File: config.mk
export PLATFORM = sky130hd
export DESIGN_NAME = rle_literal_run_encoder
export DESIGN_NICKNAME = d
export VERILOG_FILES = /design/src/rle_pkg.sv /design/src/rle_literal_run_encoder.sv /design/src/rle_ram.sv /design/src/rle_cmd_fifo.sv /design/src/rle_front.sv /design/src/rle_back.sv
export VERILOG_INCLUDE_DIRS = /design/src /design/src/src
export SDC_FILE = /design/constraint.sdc
export NUM_CORES = 2
export LEC_CHECK = 0
export ABC_AREA = 1
export BUFFER_PORTS_ARGS = -buffer_cell sky130_fd_sc_hd__buf_4
export CAP_MARGIN = 25
export CORE_MARGIN = 4
export CORE_UTILIZATION = 45
export CTS_BUF_LIST = sky130_fd_sc_hd__clkbuf_8
export DETAILED_ROUTE_END_ITERATION = 8
export PLACE_DENSITY = 0.57
export SLEW_MARGIN = 20
export SYNTH_ARGS = -nofsm -noshare
export SYNTH_HDL_FRONTEND = slang
export SYNTH_SLANG_ARGS = --single-unit
File: constraint.sdc
create_clock -name i_clk -period 6.1 [get_ports i_clk]
set_clock_uncertainty 0.1 [all_clocks]
set_input_delay 1.83 -clock i_clk [delete_from_list [all_inputs] [get_ports i_clk]]
set_output_delay 1.83 -clock i_clk [all_outputs]
set_load 0.02 [all_outputs]
File: src/assert_macros.svh
// Assertion macros shared by the RTL files of the run-length encoder.
`ifndef ASSERT_MACROS_SVH
`define ASSERT_MACROS_SVH

// Plain property, checked on every clock edge outside reset.
`define ASSERT_RST(lbl, clk, rst_n, prop, msg) \
    lbl: assert property (@(posedge clk) disable iff (!rst_n) (prop)) \
        else $error(msg);

// Same-cycle implication, checked on every clock edge outside reset.
`define ASSERT_IMPL(lbl, clk, rst_n, ante, cons, msg) \
    lbl: assert property (@(posedge clk) disable iff (!rst_n) (ante) |-> (cons)) \
        else $error(msg);

`endif

File: src/rle_pkg.sv
// Shared types and constants of the run-length encoder.
package rle_pkg;

    localparam logic [7:0] PLAIN_RUN_CAP    = 8'd255;
    localparam logic [7:0] IMPROVED_RUN_CAP = 8'd127;
    localparam logic [7:0] IMPROVED_RUN_MIN = 8'd3;

    // command queue between classifier and packer
    localparam int CMD_FIFO_DEPTH = 4;

    localparam int WORD_BYTES = 8;
    localparam int COUNT_W    = 4;

    typedef enum logic [1:0] {
        CMD_LIT,
        CMD_PAIR,
        CMD_FLUSH,
        CMD_MARK
    } t_cmd_kind;

    // arg0: literal byte, run count or block length
    // arg1: literal store address or run value
    typedef struct packed {
        t_cmd_kind  kind;
        logic [7:0] arg0;
        logic [7:0] arg1;
        logic       mark;
        logic       done;
    } t_cmd;

    typedef enum logic [2:0] {
        F_IDLE,
        F_MFLUSH,
        F_EPAIR,
        F_ELIT0,
        F_EFULL,
        F_ELIT1,
        F_EFLUSH,
        F_MARK
    } t_front_state;

    typedef enum logic [1:0] {
        B_IDLE,
        B_PAIR,
        B_FLUSH,
        B_MARK
    } t_back_state;

endpackage

File: src/rle_literal_run_encoder.sv
// Run-length encoder top level: byte stream in, packed code words out.
// Input: one byte per cycle while the command queue has room; a byte that fills the literal
// store (F_MFLUSH) or ends the stream (F_EPAIR to F_MARK) holds off further input.
// Packer: one code byte per cycle while the output register is free (pair 2 bytes, n literals
// n+1, stored literal 0), plus a mark step per item end; each word passes a pending stage.
// Reset is synchronous, active low: mode returns to plain; the literal RAM is not cleared.
module rle_literal_run_encoder import rle_pkg::*; #(
    parameter int LITERAL_MAX      = 128,
    parameter int BYTES_PER_RESULT = 8
) (
    input  logic        i_clk,
    input  logic        i_rst_n,
    input  logic        i_cfg_we,
    input  logic        i_cfg_wdata,       // improved_mode
    input  logic        i_s_axis_tvalid,
    output logic        o_s_axis_tready,
    input  logic [7:0]  i_s_axis_tdata,    // [7:0] data_byte
    input  logic        i_s_axis_tlast,    // stream_end
    output logic        o_m_axis_tvalid,
    input  logic        i_m_axis_tready,
    output logic [71:0] o_m_axis_tdata,    // [63:0] packed_bytes, [67:64] byte_count, zero pad
    output logic        o_m_axis_tuser,    // last_of_item
    output logic        o_m_axis_tlast     // stream_done
);

    logic                    push;
    t_cmd                    push_cmd;
    logic                    q_full;
    logic                    pop;
    logic                    q_valid;
    t_cmd                    q_cmd;
    logic [8*WORD_BYTES-1:0] out_data;
    logic [COUNT_W-1:0]      out_cnt;

    rle_front #(
        .LITERAL_MAX (LITERAL_MAX)
    ) u_front (
        .i_clk       (i_clk),
        .i_rst_n     (i_rst_n),
        .i_cfg_we    (i_cfg_we),
        .i_cfg_wdata (i_cfg_wdata),
        .i_valid     (i_s_axis_tvalid),
        .o_ready     (o_s_axis_tready),
        .i_byte      (i_s_axis_tdata),
        .i_end       (i_s_axis_tlast),
        .o_push      (push),
        .o_cmd       (push_cmd),
        .i_full      (q_full)
    );

    rle_cmd_fifo u_queue (
        .i_clk   (i_clk),
        .i_rst_n (i_rst_n),
        .i_push  (push),
        .i_cmd   (push_cmd),
        .o_full  (q_full),
        .i_pop   (pop),
        .o_valid (q_valid),
        .o_cmd   (q_cmd)
    );

    rle_back #(
        .LITERAL_MAX      (LITERAL_MAX),
        .BYTES_PER_RESULT (BYTES_PER_RESULT)
    ) u_back (
        .i_clk     (i_clk),
        .i_rst_n   (i_rst_n),
        .i_q_valid (q_valid),
        .i_q_cmd   (q_cmd),
        .o_pop     (pop),
        .o_valid   (o_m_axis_tvalid),
        .i_ready   (i_m_axis_tready),
        .o_data    (out_data),
        .o_cnt     (out_cnt),
        .o_last    (o_m_axis_tuser),
        .o_done    (o_m_axis_tlast)
    );

    assign o_m_axis_tdata = {4'd0, out_cnt, out_data};

endmodule

File: src/rle_ram.sv
// Generic single-port-write, single-port-read RAM with registered read data.
module rle_ram #(
    parameter int WIDTH = 8,
    parameter int DEPTH = 128,
    localparam int AW   = (DEPTH > 1) ? $clog2(DEPTH) : 1
) (
    input  logic             i_clk,
    input  logic             i_we,
    input  logic [AW-1:0]    i_waddr,
    input  logic [WIDTH-1:0] i_wdata,
    input  logic             i_re,
    input  logic [AW-1:0]    i_raddr,
    output logic [WIDTH-1:0] o_rdata
);

    logic [WIDTH-1:0] r_mem [DEPTH];
    logic [WIDTH-1:0] r_rdata;

    always_ff @(posedge i_clk) begin
        if (i_we) begin
            r_mem[i_waddr] <= i_wdata;
        end
        if (i_re) begin
            r_rdata <= r_mem[i_raddr];
        end
    end

    assign o_rdata = r_rdata;

endmodule

File: src/rle_cmd_fifo.sv
// Short command queue between the classifier and the packer.
`include "assert_macros.svh"

module rle_cmd_fifo import rle_pkg::*; (
    input  logic i_clk,
    input  logic i_rst_n,
    input  logic i_push,
    input  t_cmd i_cmd,
    output logic o_full,
    input  logic i_pop,
    output logic o_valid,
    output t_cmd o_cmd
);

    localparam int PW = $clog2(CMD_FIFO_DEPTH);
    localparam int CW = $clog2(CMD_FIFO_DEPTH + 1);

    t_cmd          r_mem [CMD_FIFO_DEPTH];
    logic [PW-1:0] r_wr;
    logic [PW-1:0] r_rd;
    logic [CW-1:0] r_cnt;
    logic [CW-1:0] n_cnt;

    always_comb begin
        n_cnt = r_cnt;
        if (i_push && !i_pop) begin
            n_cnt = r_cnt + 1'b1;
        end else if (i_pop && !i_push) begin
            n_cnt = r_cnt - 1'b1;
        end
    end

    always_ff @(posedge i_clk) begin
        if (!i_rst_n) begin
            r_wr  <= '0;
            r_rd  <= '0;
            r_cnt <= '0;
        end else begin
            if (i_push) begin
                r_wr <= r_wr + 1'b1;
            end
            if (i_pop) begin
                r_rd <= r_rd + 1'b1;
            end
            r_cnt <= n_cnt;
        end
    end

    always_ff @(posedge i_clk) begin
        if (i_push) begin
            r_mem[r_wr] <= i_cmd;
        end
    end

    assign o_full  = (r_cnt == CW'(CMD_FIFO_DEPTH));
    assign o_valid = (r_cnt != '0);
    assign o_cmd   = r_mem[r_rd];

    `ASSERT_RST(a_no_overflow, i_clk, i_rst_n, !(i_push && o_full), "push into full queue")
    `ASSERT_RST(a_no_underflow, i_clk, i_rst_n, !(i_pop && !o_valid), "pop from empty queue")

endmodule

File: src/rle_front.sv
// Classifier: takes input bytes, tracks runs, lookahead and literal count, issues commands.
`include "assert_macros.svh"

module rle_front import rle_pkg::*; #(
    parameter int LITERAL_MAX = 128
) (
    input  logic       i_clk,
    input  logic       i_rst_n,
    input  logic       i_cfg_we,
    input  logic       i_cfg_wdata,
    input  logic       i_valid,
    output logic       o_ready,
    input  logic [7:0] i_byte,
    input  logic       i_end,
    output logic       o_push,
    output t_cmd       o_cmd,
    input  logic       i_full
);

    localparam int CW = $clog2(LITERAL_MAX + 1);

    t_front_state  r_state, n_state;
    logic          r_mode;
    logic          r_end, n_end;
    logic [CW-1:0] r_lit_cnt, n_lit_cnt;
    logic [7:0]    r_run_val, n_run_val;
    logic [7:0]    r_run_len, n_run_len;
    logic          r_run_open, n_run_open;
    logic [7:0]    r_la0, n_la0;
    logic [7:0]    r_la1, n_la1;
    logic [1:0]    r_la_fill, n_la_fill;

    logic          accept;
    logic          to_la;
    logic          need_mflush;
    logic [CW-1:0] lit_inc;

    function automatic t_cmd mk_cmd(t_cmd_kind kind, logic [7:0] a0, logic [7:0] a1,
                                    logic mark, logic done);
        t_cmd c;
        c.kind = kind;
        c.arg0 = a0;
        c.arg1 = a1;
        c.mark = mark;
        c.done = done;
        return c;
    endfunction

    assign lit_inc = r_lit_cnt + 1'b1;

    always_comb begin
        n_state     = r_state;
        n_end       = r_end;
        n_lit_cnt   = r_lit_cnt;
        n_run_val   = r_run_val;
        n_run_len   = r_run_len;
        n_run_open  = r_run_open;
        n_la0       = r_la0;
        n_la1       = r_la1;
        n_la_fill   = r_la_fill;
        o_push      = 1'b0;
        o_cmd       = mk_cmd(CMD_MARK, 8'd0, 8'd0, 1'b0, 1'b0);
        to_la       = 1'b0;
        need_mflush = 1'b0;
        o_ready     = (r_state == F_IDLE) && !i_full;
        accept      = i_valid && o_ready;

        unique case (r_state)
            F_IDLE: begin
                if (accept) begin
                    n_end = i_end;
                    if (!r_mode) begin
                        if (r_run_open && i_byte == r_run_val && r_run_len < PLAIN_RUN_CAP) begin
                            n_run_len = r_run_len + 8'd1;
                            if (n_run_len == PLAIN_RUN_CAP) begin
                                o_push     = 1'b1;
                                o_cmd      = mk_cmd(CMD_PAIR, PLAIN_RUN_CAP, r_run_val,
                                                    !i_end, 1'b0);
                                n_run_open = 1'b0;
                                n_run_len  = 8'd0;
                            end
                        end else begin
                            if (r_run_open) begin
                                o_push = 1'b1;
                                o_cmd  = mk_cmd(CMD_PAIR, r_run_len, r_run_val, !i_end, 1'b0);
                            end
                            n_run_open = 1'b1;
                            n_run_val  = i_byte;
                            n_run_len  = 8'd1;
                        end
                    end else begin
                        if (r_run_open && i_byte == r_run_val
                                && r_run_len < IMPROVED_RUN_CAP) begin
                            n_run_len = r_run_len + 8'd1;
                            if (n_run_len == IMPROVED_RUN_CAP) begin
                                o_push     = 1'b1;
                                o_cmd      = mk_cmd(CMD_PAIR, IMPROVED_RUN_CAP, r_run_val,
                                                    !i_end, 1'b0);
                                n_run_open = 1'b0;
                                n_run_len  = 8'd0;
                            end
                        end else if (r_run_open) begin
                            o_push     = 1'b1;
                            o_cmd      = mk_cmd(CMD_PAIR, r_run_len, r_run_val, !i_end, 1'b0);
                            n_run_open = 1'b0;
                            n_run_len  = 8'd0;
                            to_la      = 1'b1;
                        end else if (r_la_fill != 2'd2) begin
                            to_la = 1'b1;
                        end else if (r_la0 == r_la1 && r_la1 == i_byte) begin
                            // three equal bytes: close the literal block, open a run
                            if (r_lit_cnt != '0) begin
                                o_push = 1'b1;
                                o_cmd  = mk_cmd(CMD_FLUSH, 8'(r_lit_cnt), 8'd0, !i_end, 1'b0);
                            end
                            n_lit_cnt  = '0;
                            n_run_open = 1'b1;
                            n_run_val  = i_byte;
                            n_run_len  = IMPROVED_RUN_MIN;
                            n_la_fill  = 2'd0;
                        end else begin
                            o_push    = 1'b1;
                            o_cmd     = mk_cmd(CMD_LIT, r_la0, 8'(r_lit_cnt), 1'b0, 1'b0);
                            n_la0     = r_la1;
                            n_la1     = i_byte;
                            n_lit_cnt = lit_inc;
                            if (lit_inc == CW'(LITERAL_MAX)) begin
                                need_mflush = 1'b1;
                            end
                        end
                        if (to_la) begin
                            if (r_la_fill == 2'd0) begin
                                n_la0 = i_byte;
                            end else begin
                                n_la1 = i_byte;
                            end
                            n_la_fill = r_la_fill + 2'd1;
                        end
                    end
                    if (need_mflush) begin
                        n_state = F_MFLUSH;
                    end else if (i_end) begin
                        n_state = F_EPAIR;
                    end
                end
            end
            F_MFLUSH: begin
                if (!i_full) begin
                    o_push    = 1'b1;
                    o_cmd     = mk_cmd(CMD_FLUSH, 8'(r_lit_cnt), 8'd0, !r_end, 1'b0);
                    n_lit_cnt = '0;
                    n_state   = r_end ? F_EPAIR : F_IDLE;
                end
            end
            F_EPAIR: begin
                if (!i_full) begin
                    if (r_run_open) begin
                        o_push = 1'b1;
                        o_cmd  = mk_cmd(CMD_PAIR, r_run_len, r_run_val, 1'b0, 1'b0);
                    end
                    n_run_open = 1'b0;
                    n_run_len  = 8'd0;
                    n_state    = r_mode ? F_ELIT0 : F_MARK;
                end
            end
            F_ELIT0: begin
                if (!i_full) begin
                    if (r_la_fill != 2'd0) begin
                        o_push    = 1'b1;
                        o_cmd     = mk_cmd(CMD_LIT, r_la0, 8'(r_lit_cnt), 1'b0, 1'b0);
                        n_lit_cnt = lit_inc;
                    end
                    n_state = F_EFULL;
                end
            end
            F_EFULL: begin
                if (!i_full) begin
                    if (r_lit_cnt == CW'(LITERAL_MAX)) begin
                        o_push    = 1'b1;
                        o_cmd     = mk_cmd(CMD_FLUSH, 8'(r_lit_cnt), 8'd0, 1'b0, 1'b0);
                        n_lit_cnt = '0;
                    end
                    n_state = F_ELIT1;
                end
            end
            F_ELIT1: begin
                if (!i_full) begin
                    if (r_la_fill == 2'd2) begin
                        o_push    = 1'b1;
                        o_cmd     = mk_cmd(CMD_LIT, r_la1, 8'(r_lit_cnt), 1'b0, 1'b0);
                        n_lit_cnt = lit_inc;
                    end
                    n_state = F_EFLUSH;
                end
            end
            F_EFLUSH: begin
                if (!i_full) begin
                    if (r_lit_cnt != '0) begin
                        o_push    = 1'b1;
                        o_cmd     = mk_cmd(CMD_FLUSH, 8'(r_lit_cnt), 8'd0, 1'b0, 1'b0);
                        n_lit_cnt = '0;
                    end
                    n_state = F_MARK;
                end
            end
            F_MARK: begin
                if (!i_full) begin
                    o_push     = 1'b1;
                    o_cmd      = mk_cmd(CMD_MARK, 8'd0, 8'd0, 1'b0, 1'b1);
                    n_lit_cnt  = '0;
                    n_la_fill  = 2'd0;
                    n_run_open = 1'b0;
                    n_run_len  = 8'd0;
                    n_state    = F_IDLE;
                end
            end
        endcase
    end

    always_ff @(posedge i_clk) begin
        if (!i_rst_n) begin
            r_state    <= F_IDLE;
            r_mode     <= 1'b0;
            r_end      <= 1'b0;
            r_lit_cnt  <= '0;
            r_run_val  <= 8'd0;
            r_run_len  <= 8'd0;
            r_run_open <= 1'b0;
            r_la_fill  <= 2'd0;
        end else if (i_cfg_we) begin
            // mode change restarts the stream, pending bytes are dropped
            r_state    <= F_IDLE;
            r_mode     <= i_cfg_wdata;
            r_end      <= 1'b0;
            r_lit_cnt  <= '0;
            r_run_val  <= 8'd0;
            r_run_len  <= 8'd0;
            r_run_open <= 1'b0;
            r_la_fill  <= 2'd0;
        end else begin
            r_state    <= n_state;
            r_end      <= n_end;
            r_lit_cnt  <= n_lit_cnt;
            r_run_val  <= n_run_val;
            r_run_len  <= n_run_len;
            r_run_open <= n_run_open;
            r_la_fill  <= n_la_fill;
        end
    end

    always_ff @(posedge i_clk) begin
        r_la0 <= n_la0;
        r_la1 <= n_la1;
    end

    `ASSERT_RST(a_lit_room, i_clk, i_rst_n, !(r_state == F_IDLE) || (r_lit_cnt < CW'(LITERAL_MAX)), "literal store full while idle")
    `ASSERT_RST(a_run_no_la, i_clk, i_rst_n, !(r_mode && r_run_open) || (r_la_fill == 2'd0), "lookahead held during open run")

endmodule

File: src/rle_back.sv
// Packer: executes commands, owns the literal store, packs code bytes into result words.
`include "assert_macros.svh"

module rle_back import rle_pkg::*; #(
    parameter int LITERAL_MAX      = 128,
    parameter int BYTES_PER_RESULT = 8
) (
    input  logic                    i_clk,
    input  logic                    i_rst_n,
    input  logic                    i_q_valid,
    input  t_cmd                    i_q_cmd,
    output logic                    o_pop,
    output logic                    o_valid,
    input  logic                    i_ready,
    output logic [8*WORD_BYTES-1:0] o_data,
    output logic [COUNT_W-1:0]      o_cnt,
    output logic                    o_last,
    output logic                    o_done
);

    localparam int AW = (LITERAL_MAX > 1) ? $clog2(LITERAL_MAX) : 1;
    localparam int CW = $clog2(LITERAL_MAX + 1);
    localparam int DW = 8 * WORD_BYTES;

    t_back_state          r_state, n_state;
    logic [7:0]           r_val, n_val;
    logic                 r_mark, n_mark;
    logic [CW-1:0]        r_idx, n_idx;
    logic [CW-1:0]        r_len, n_len;
    logic [DW-1:0]        r_acc, n_acc;
    logic [COUNT_W-1:0]   r_acc_n, n_acc_n;
    logic                 r_pend_valid, n_pend_valid;
    logic [DW-1:0]        r_pend_data, n_pend_data;
    logic [COUNT_W-1:0]   r_pend_cnt, n_pend_cnt;
    logic                 r_out_valid, n_out_valid;
    logic [DW-1:0]        r_out_data, n_out_data;
    logic [COUNT_W-1:0]   r_out_cnt, n_out_cnt;
    logic                 r_out_last, n_out_last;
    logic                 r_out_done, n_out_done;

    logic                 adv;
    logic                 byte_v;
    logic [7:0]           byte_d;
    logic                 unit_last;
    logic                 mark_now;
    logic                 mark_done;
    logic                 word_done;
    logic [DW-1:0]        asm_word;
    logic [COUNT_W-1:0]   acc_inc;

    logic                 ram_we;
    logic [AW-1:0]        ram_waddr;
    logic [7:0]           ram_wdata;
    logic                 ram_re;
    logic [AW-1:0]        ram_raddr;
    logic [7:0]           ram_rdata;

    rle_ram #(
        .WIDTH (8),
        .DEPTH (LITERAL_MAX)
    ) u_store (
        .i_clk   (i_clk),
        .i_we    (ram_we),
        .i_waddr (ram_waddr),
        .i_wdata (ram_wdata),
        .i_re    (ram_re),
        .i_raddr (ram_raddr),
        .o_rdata (ram_rdata)
    );

    // the whole unit moves only when the output register is free
    assign adv = !r_out_valid || i_ready;

    // command sequencing, one code byte per cycle while the unit moves
    always_comb begin
        n_state   = r_state;
        n_val     = r_val;
        n_mark    = r_mark;
        n_idx     = r_idx;
        n_len     = r_len;
        o_pop     = 1'b0;
        byte_v    = 1'b0;
        byte_d    = 8'd0;
        unit_last = 1'b0;
        mark_now  = 1'b0;
        mark_done = 1'b0;
        ram_we    = 1'b0;
        ram_waddr = i_q_cmd.arg1[AW-1:0];
        ram_wdata = i_q_cmd.arg0;
        ram_re    = 1'b0;
        ram_raddr = '0;

        unique case (r_state)
            B_IDLE: begin
                if (adv && i_q_valid) begin
                    o_pop = 1'b1;
                    unique case (i_q_cmd.kind)
                        CMD_LIT: begin
                            ram_we = 1'b1;
                        end
                        CMD_PAIR: begin
                            byte_v  = 1'b1;
                            byte_d  = i_q_cmd.arg0;
                            n_val   = i_q_cmd.arg1;
                            n_mark  = i_q_cmd.mark;
                            n_state = B_PAIR;
                        end
                        CMD_FLUSH: begin
                            // header is the negated block length
                            byte_v  = 1'b1;
                            byte_d  = 8'd0 - i_q_cmd.arg0;
                            ram_re  = 1'b1;
                            n_idx   = CW'(1);
                            n_len   = i_q_cmd.arg0[CW-1:0];
                            n_mark  = i_q_cmd.mark;
                            n_state = B_FLUSH;
                        end
                        CMD_MARK: begin
                            mark_now  = 1'b1;
                            mark_done = i_q_cmd.done;
                        end
                    endcase
                end
            end
            B_PAIR: begin
                if (adv) begin
                    byte_v    = 1'b1;
                    byte_d    = r_val;
                    unit_last = 1'b1;
                    n_state   = r_mark ? B_MARK : B_IDLE;
                end
            end
            B_FLUSH: begin
                if (adv) begin
                    byte_v = 1'b1;
                    byte_d = ram_rdata;
                    if (r_idx == r_len) begin
                        unit_last = 1'b1;
                        n_state   = r_mark ? B_MARK : B_IDLE;
                    end else begin
                        ram_re    = 1'b1;
                        ram_raddr = r_idx[AW-1:0];
                        n_idx     = r_idx + 1'b1;
                    end
                end
            end
            B_MARK: begin
                if (adv) begin
                    mark_now = 1'b1;
                    n_state  = B_IDLE;
                end
            end
        endcase
    end

    // word assembly, pending word and output register
    always_comb begin
        for (int k = 0; k < WORD_BYTES; k++) begin
            asm_word[8*k +: 8] = (COUNT_W'(k) == r_acc_n) ? byte_d : r_acc[8*k +: 8];
        end
        acc_inc = r_acc_n + 1'b1;

        n_acc        = r_acc;
        n_acc_n      = r_acc_n;
        word_done    = 1'b0;
        n_pend_valid = r_pend_valid;
        n_pend_data  = r_pend_data;
        n_pend_cnt   = r_pend_cnt;
        n_out_valid  = r_out_valid && !i_ready;
        n_out_data   = r_out_data;
        n_out_cnt    = r_out_cnt;
        n_out_last   = r_out_last;
        n_out_done   = r_out_done;

        if (byte_v) begin
            if (unit_last || acc_inc == COUNT_W'(BYTES_PER_RESULT)) begin
                word_done = 1'b1;
                n_acc     = '0;
                n_acc_n   = '0;
            end else begin
                n_acc   = asm_word;
                n_acc_n = acc_inc;
            end
        end

        // a word waits in the pending stage until it is known whether it ends the item
        if (word_done) begin
            if (r_pend_valid) begin
                n_out_valid = 1'b1;
                n_out_data  = r_pend_data;
                n_out_cnt   = r_pend_cnt;
                n_out_last  = 1'b0;
                n_out_done  = 1'b0;
            end
            n_pend_valid = 1'b1;
            n_pend_data  = asm_word;
            n_pend_cnt   = acc_inc;
        end

        if (mark_now && r_pend_valid) begin
            n_out_valid  = 1'b1;
            n_out_data   = r_pend_data;
            n_out_cnt    = r_pend_cnt;
            n_out_last   = 1'b1;
            n_out_done   = mark_done;
            n_pend_valid = 1'b0;
        end
    end

    always_ff @(posedge i_clk) begin
        if (!i_rst_n) begin
            r_state      <= B_IDLE;
            r_mark       <= 1'b0;
            r_acc        <= '0;
            r_acc_n      <= '0;
            r_pend_valid <= 1'b0;
            r_out_valid  <= 1'b0;
        end else begin
            r_state      <= n_state;
            r_mark       <= n_mark;
            r_acc        <= n_acc;
            r_acc_n      <= n_acc_n;
            r_pend_valid <= n_pend_valid;
            r_out_valid  <= n_out_valid;
        end
    end

    always_ff @(posedge i_clk) begin
        r_val       <= n_val;
        r_idx       <= n_idx;
        r_len       <= n_len;
        r_pend_data <= n_pend_data;
        r_pend_cnt  <= n_pend_cnt;
        r_out_data  <= n_out_data;
        r_out_cnt   <= n_out_cnt;
        r_out_last  <= n_out_last;
        r_out_done  <= n_out_done;
    end

    assign o_valid = r_out_valid;
    assign o_data  = r_out_data;
    assign o_cnt   = r_out_cnt;
    assign o_last  = r_out_last;
    assign o_done  = r_out_done;

    `ASSERT_RST(a_mark_aligned, i_clk, i_rst_n, !mark_now || (r_acc_n == '0), "item end inside a partly packed word")
    `ASSERT_RST(a_cnt_range, i_clk, i_rst_n, !r_out_valid || ((r_out_cnt != '0) && (r_out_cnt <= COUNT_W'(BYTES_PER_RESULT))), "result byte count out of range")

endmodule
==> flow_summary.json <==
{
  "synthCells": 5804,
  "ff_latch_area_um2": 41010,
  "hold_viol": 0,
  "die_h_um": 378.0,
  "grt_first_pass_wirelength_mm": 248.6,
  "io_buffers": 86,
  "slew_headroom_pct": 25.54,
  "min_path_type": "flop to flop",
  "via_per_inst": 5.373,
  "fin_setup_tns_ps": 0,
  "r2r_setup_slack_ps": 1320,
  "hold_slack_ps": 297.1,
  "final.setup.worst_slack_ps": 1285,
  "cts_num_sinks": 1404,
  "gr-usage-all-layers_pct": 22.65,
  "dieArea_um2": 142900,
  "slowest_delay_ps": 900,
  "clock_latency_ps": 940,
  "core_um2": 135600,
  "dp.cells": 7438,
  "cts.htree.levels": 4,
  "cts_tree": "yes",
  "reg2reg_depth": 10,
  "end_kind": "flop",
  "yosysMostFrequentCell": "edfxtp_1",
  "finalSetupViolCount": 0,
  "syn_area_um2": 61590,
  "yosys-top-cells-area": "edfxtp_1 63%, nand3_1 7.6%, nand2_1 5.7%, inv_1 4.3%, dfxtp_1 3.7%",
  "crit_slowest_cell": "nand4_1",
  "start_util_pct": 45.41,
  "crit_required_ps": 6570,
  "critPathKind": "primary input to flop",
  "yosysSeqAreaShare_pct": 66.58,
  "status": "complete, no violations",
  "cts_buffers": 225,
  "die_w_um": 378.0,
  "grt_pass1_vias": 40360,
  "num_vias": 42170,
  "worst_pin_slew_ps": 1114,
  "synthTopCellsByCount": "1289 x edfxtp_1, 941 x nand3_1, 937 x nand2_1, 712 x inv_1, 521 x nor2_1",
  "ios": 91,
  "antenna_found_initial": 2,
  "grt_max_degree": 197,
  "min_to": "u_back.o_data[4]",
  "root_buffer": "clkbuf_8",
  "area_growth_syn_to_layout_pct": 10.50,
  "drv_cap": 0,
  "routed_wirelength_mm": 163.5,
  "synthArstFlopShare_pct": 0,
  "cts_resized": 0,
  "worstHoldPathCells": 0,
  "place_area_um2": 63970,
  "cp_max_fo": 10,
  "drt_pass1_iterations": 8,
  "synth_edf_count": 1289,
  "clockBufferDepth": 3,
  "dpl.hpwl_mm": 95.16,
  "wl_per_cell_um": 20.83,
  "fill_cells": 12250,
  "instances_no_fill": 7849,
  "dpl_worst_slack_ps": 398.5,
  "hp-start": "u_back.r_pend_data[4]",
  "synth_ff_type": "edfxtp_1",
  "drive_gt1_share_pct": 9.463,
  "synth-seq-cells": 1404,
  "r2r_end": "u_back.u_store.r_mem[105][3]",
  "clk_pin_slew_ps": 60,
  "yosys_warnings": 0,
  "p_per_area_nw_per_um2": 391.6,
  "yosys.area.top_type": "edfxtp_1",
  "rsz0062_at_grt": "false",
  "antenna_left": 0,
  "drtIter0Drc": 4267,
  "finalMaxSlewViolations": 0,
  "min_period_ps": 4815,
  "place.gp.congestion": 0.9129,
  "cts_hold_buf": 0,
  "post_cts_buffers": 0,
  "yosysUniqueCellTypes": 55,
  "grt_overflow": 0,
  "start_kind": "primary input",
  "avgSynthCellArea_um2": 10.61,
  "max_freq_mhz": 207.7,
  "multi_input_area_um2": 16350,
  "fin_area_um2": 68060,
  "peakVddDrop_mv": 0.2877,
  "fin_crit_sh_pct": 78.94,
  "power.leakage_uw": 0.02622,
  "crit_chain": "buf_4, nor2_2, a21oi_1, nand2_1, inv_2, nand2_1, clkinv_1, nand4_1, buf_4, nor2_1",
  "drc": 0,
  "fp-row-count": 135,
  "synth_top_area_share_pct": 62.84,
  "fin_nets": 5926,
  "arrival_ps": 5280
}
==> flip-flops by register name (all words and copies together) (netlist names), 64 cells and up, named ones only <==
name and cells:
u_back.u_store.r_mem 1024, u_queue.r_mem 80, u_back.o_data 64, u_back.r_acc 64, u_back.r_pend_data 64
==> metrics by stage <==
step / power (uW) / utilization (%)
6_report: 26650 / 50.18
5_1_grt: 28020 / 50.18
4_1_cts: 26890 / 50.17
3_5_place_dp: 19450 / 47.16
3_3_place_gp: 19390 / 47.15
2_1_floorplan: 16660 / -
==> cells by family after synthesis <==
kind of cell | after synthesis | share of synthesized area [%]
fa+ha+maj | 27 | 0.5607
flops | 1404 | 66.58
buf+inv | 1063 | 6.974
compound gates | 573 | 5.412
xor+xnor | 31 | 0.4408
simple gates | 2705 | 20.02
other cells | 1 | 0.006088
==> critical path: cells and delay by family <==
kind / cells / cell delay (ps)
and+or+nand+nor: 5 / 2090
buffers and inverters: 4 / 1060
AOI/OAI and AO/OA: 1 / 280
==> report_power, final <==
part | total (uW) | switching (uW) | internal (uW)
clock | 7400 | 3730 | 3670
combinational | 7050 | 5570 | 1480
sequential | 12200 | 199 | 12000
total | 26700 | 9510 | 17100
==> layer usage <==
metal  routed length [um]  track usage (%)  up-vias  part of all wire (%)
li1                     -                -    20050                     -
met4                 4672            7.114        0                   2.9
met1                73060            32.23    20390                    45
met5                    0                0        -                     0
met3                10350            3.708      304                   6.3
met2                75410            35.81     1430                    46
==> worst max path at each step <==
stage                    start  slack, ps                            to  depth (start not counted)
6_report       i_m_axis_tready       1280  u_back.u_store.r_mem[105][3]                         10
5_1_grt                   flop       1080   u_back.u_store.r_mem[89][2]                         10
4_1_cts                   flop       1330   u_back.u_store.r_mem[89][5]                         10
3_5_place_dp   i_m_axis_tready        400   u_back.u_store.r_mem[89][5]                         10
3_3_place_gp   i_m_axis_tready        590   u_back.u_store.r_mem[89][2]                         10
2_1_floorplan  i_m_axis_tready       1230               u_back.o_cnt[0]                         12
==> cells in the final DEF (no fill, tap or decap), types with 20 or more instances in the layout <==
master / Yosys / layout
edfxtp_1: 1289 / 1289
nand3_1: 941 / 940
nand2_1: 937 / 935
inv_1: 712 / 805
nor2_1: 521 / 517
clkbuf_8: 0 / 236
o21ai_0: 235 / 234
nand3b_1: 159 / 159
buf_4: 24 / 159
a21oi_1: 144 / 144
dfxtp_1: 115 / 115
o211ai_1: 79 / 79
or2_2: 69 / 69
clkinv_1: 5 / 47
a22oi_1: 27 / 27
ha_1: 26 / 26
xor2_1: 23 / 23
nor3_1: 23 / 23
nand4_1: 20 / 20
==> area by class of cell <==
| cell class | instances | area share, % |
|---|---|---|
| Clock inverter | 173 | 1.234 |
| Timing Repair Buffer | 179 | 2.320 |
| Antenna cell | 2 | 0.007354 |
| Clock buffer | 236 | 4.773 |
| Tap cell | 1781 | 3.274 |
| Inverter | 734 | 4.114 |
| Sequential cell | 1404 | 60.26 |
| Multi-Input combinational cell | 3340 | 24.02 |
Power figures use the tool's default switching activity.
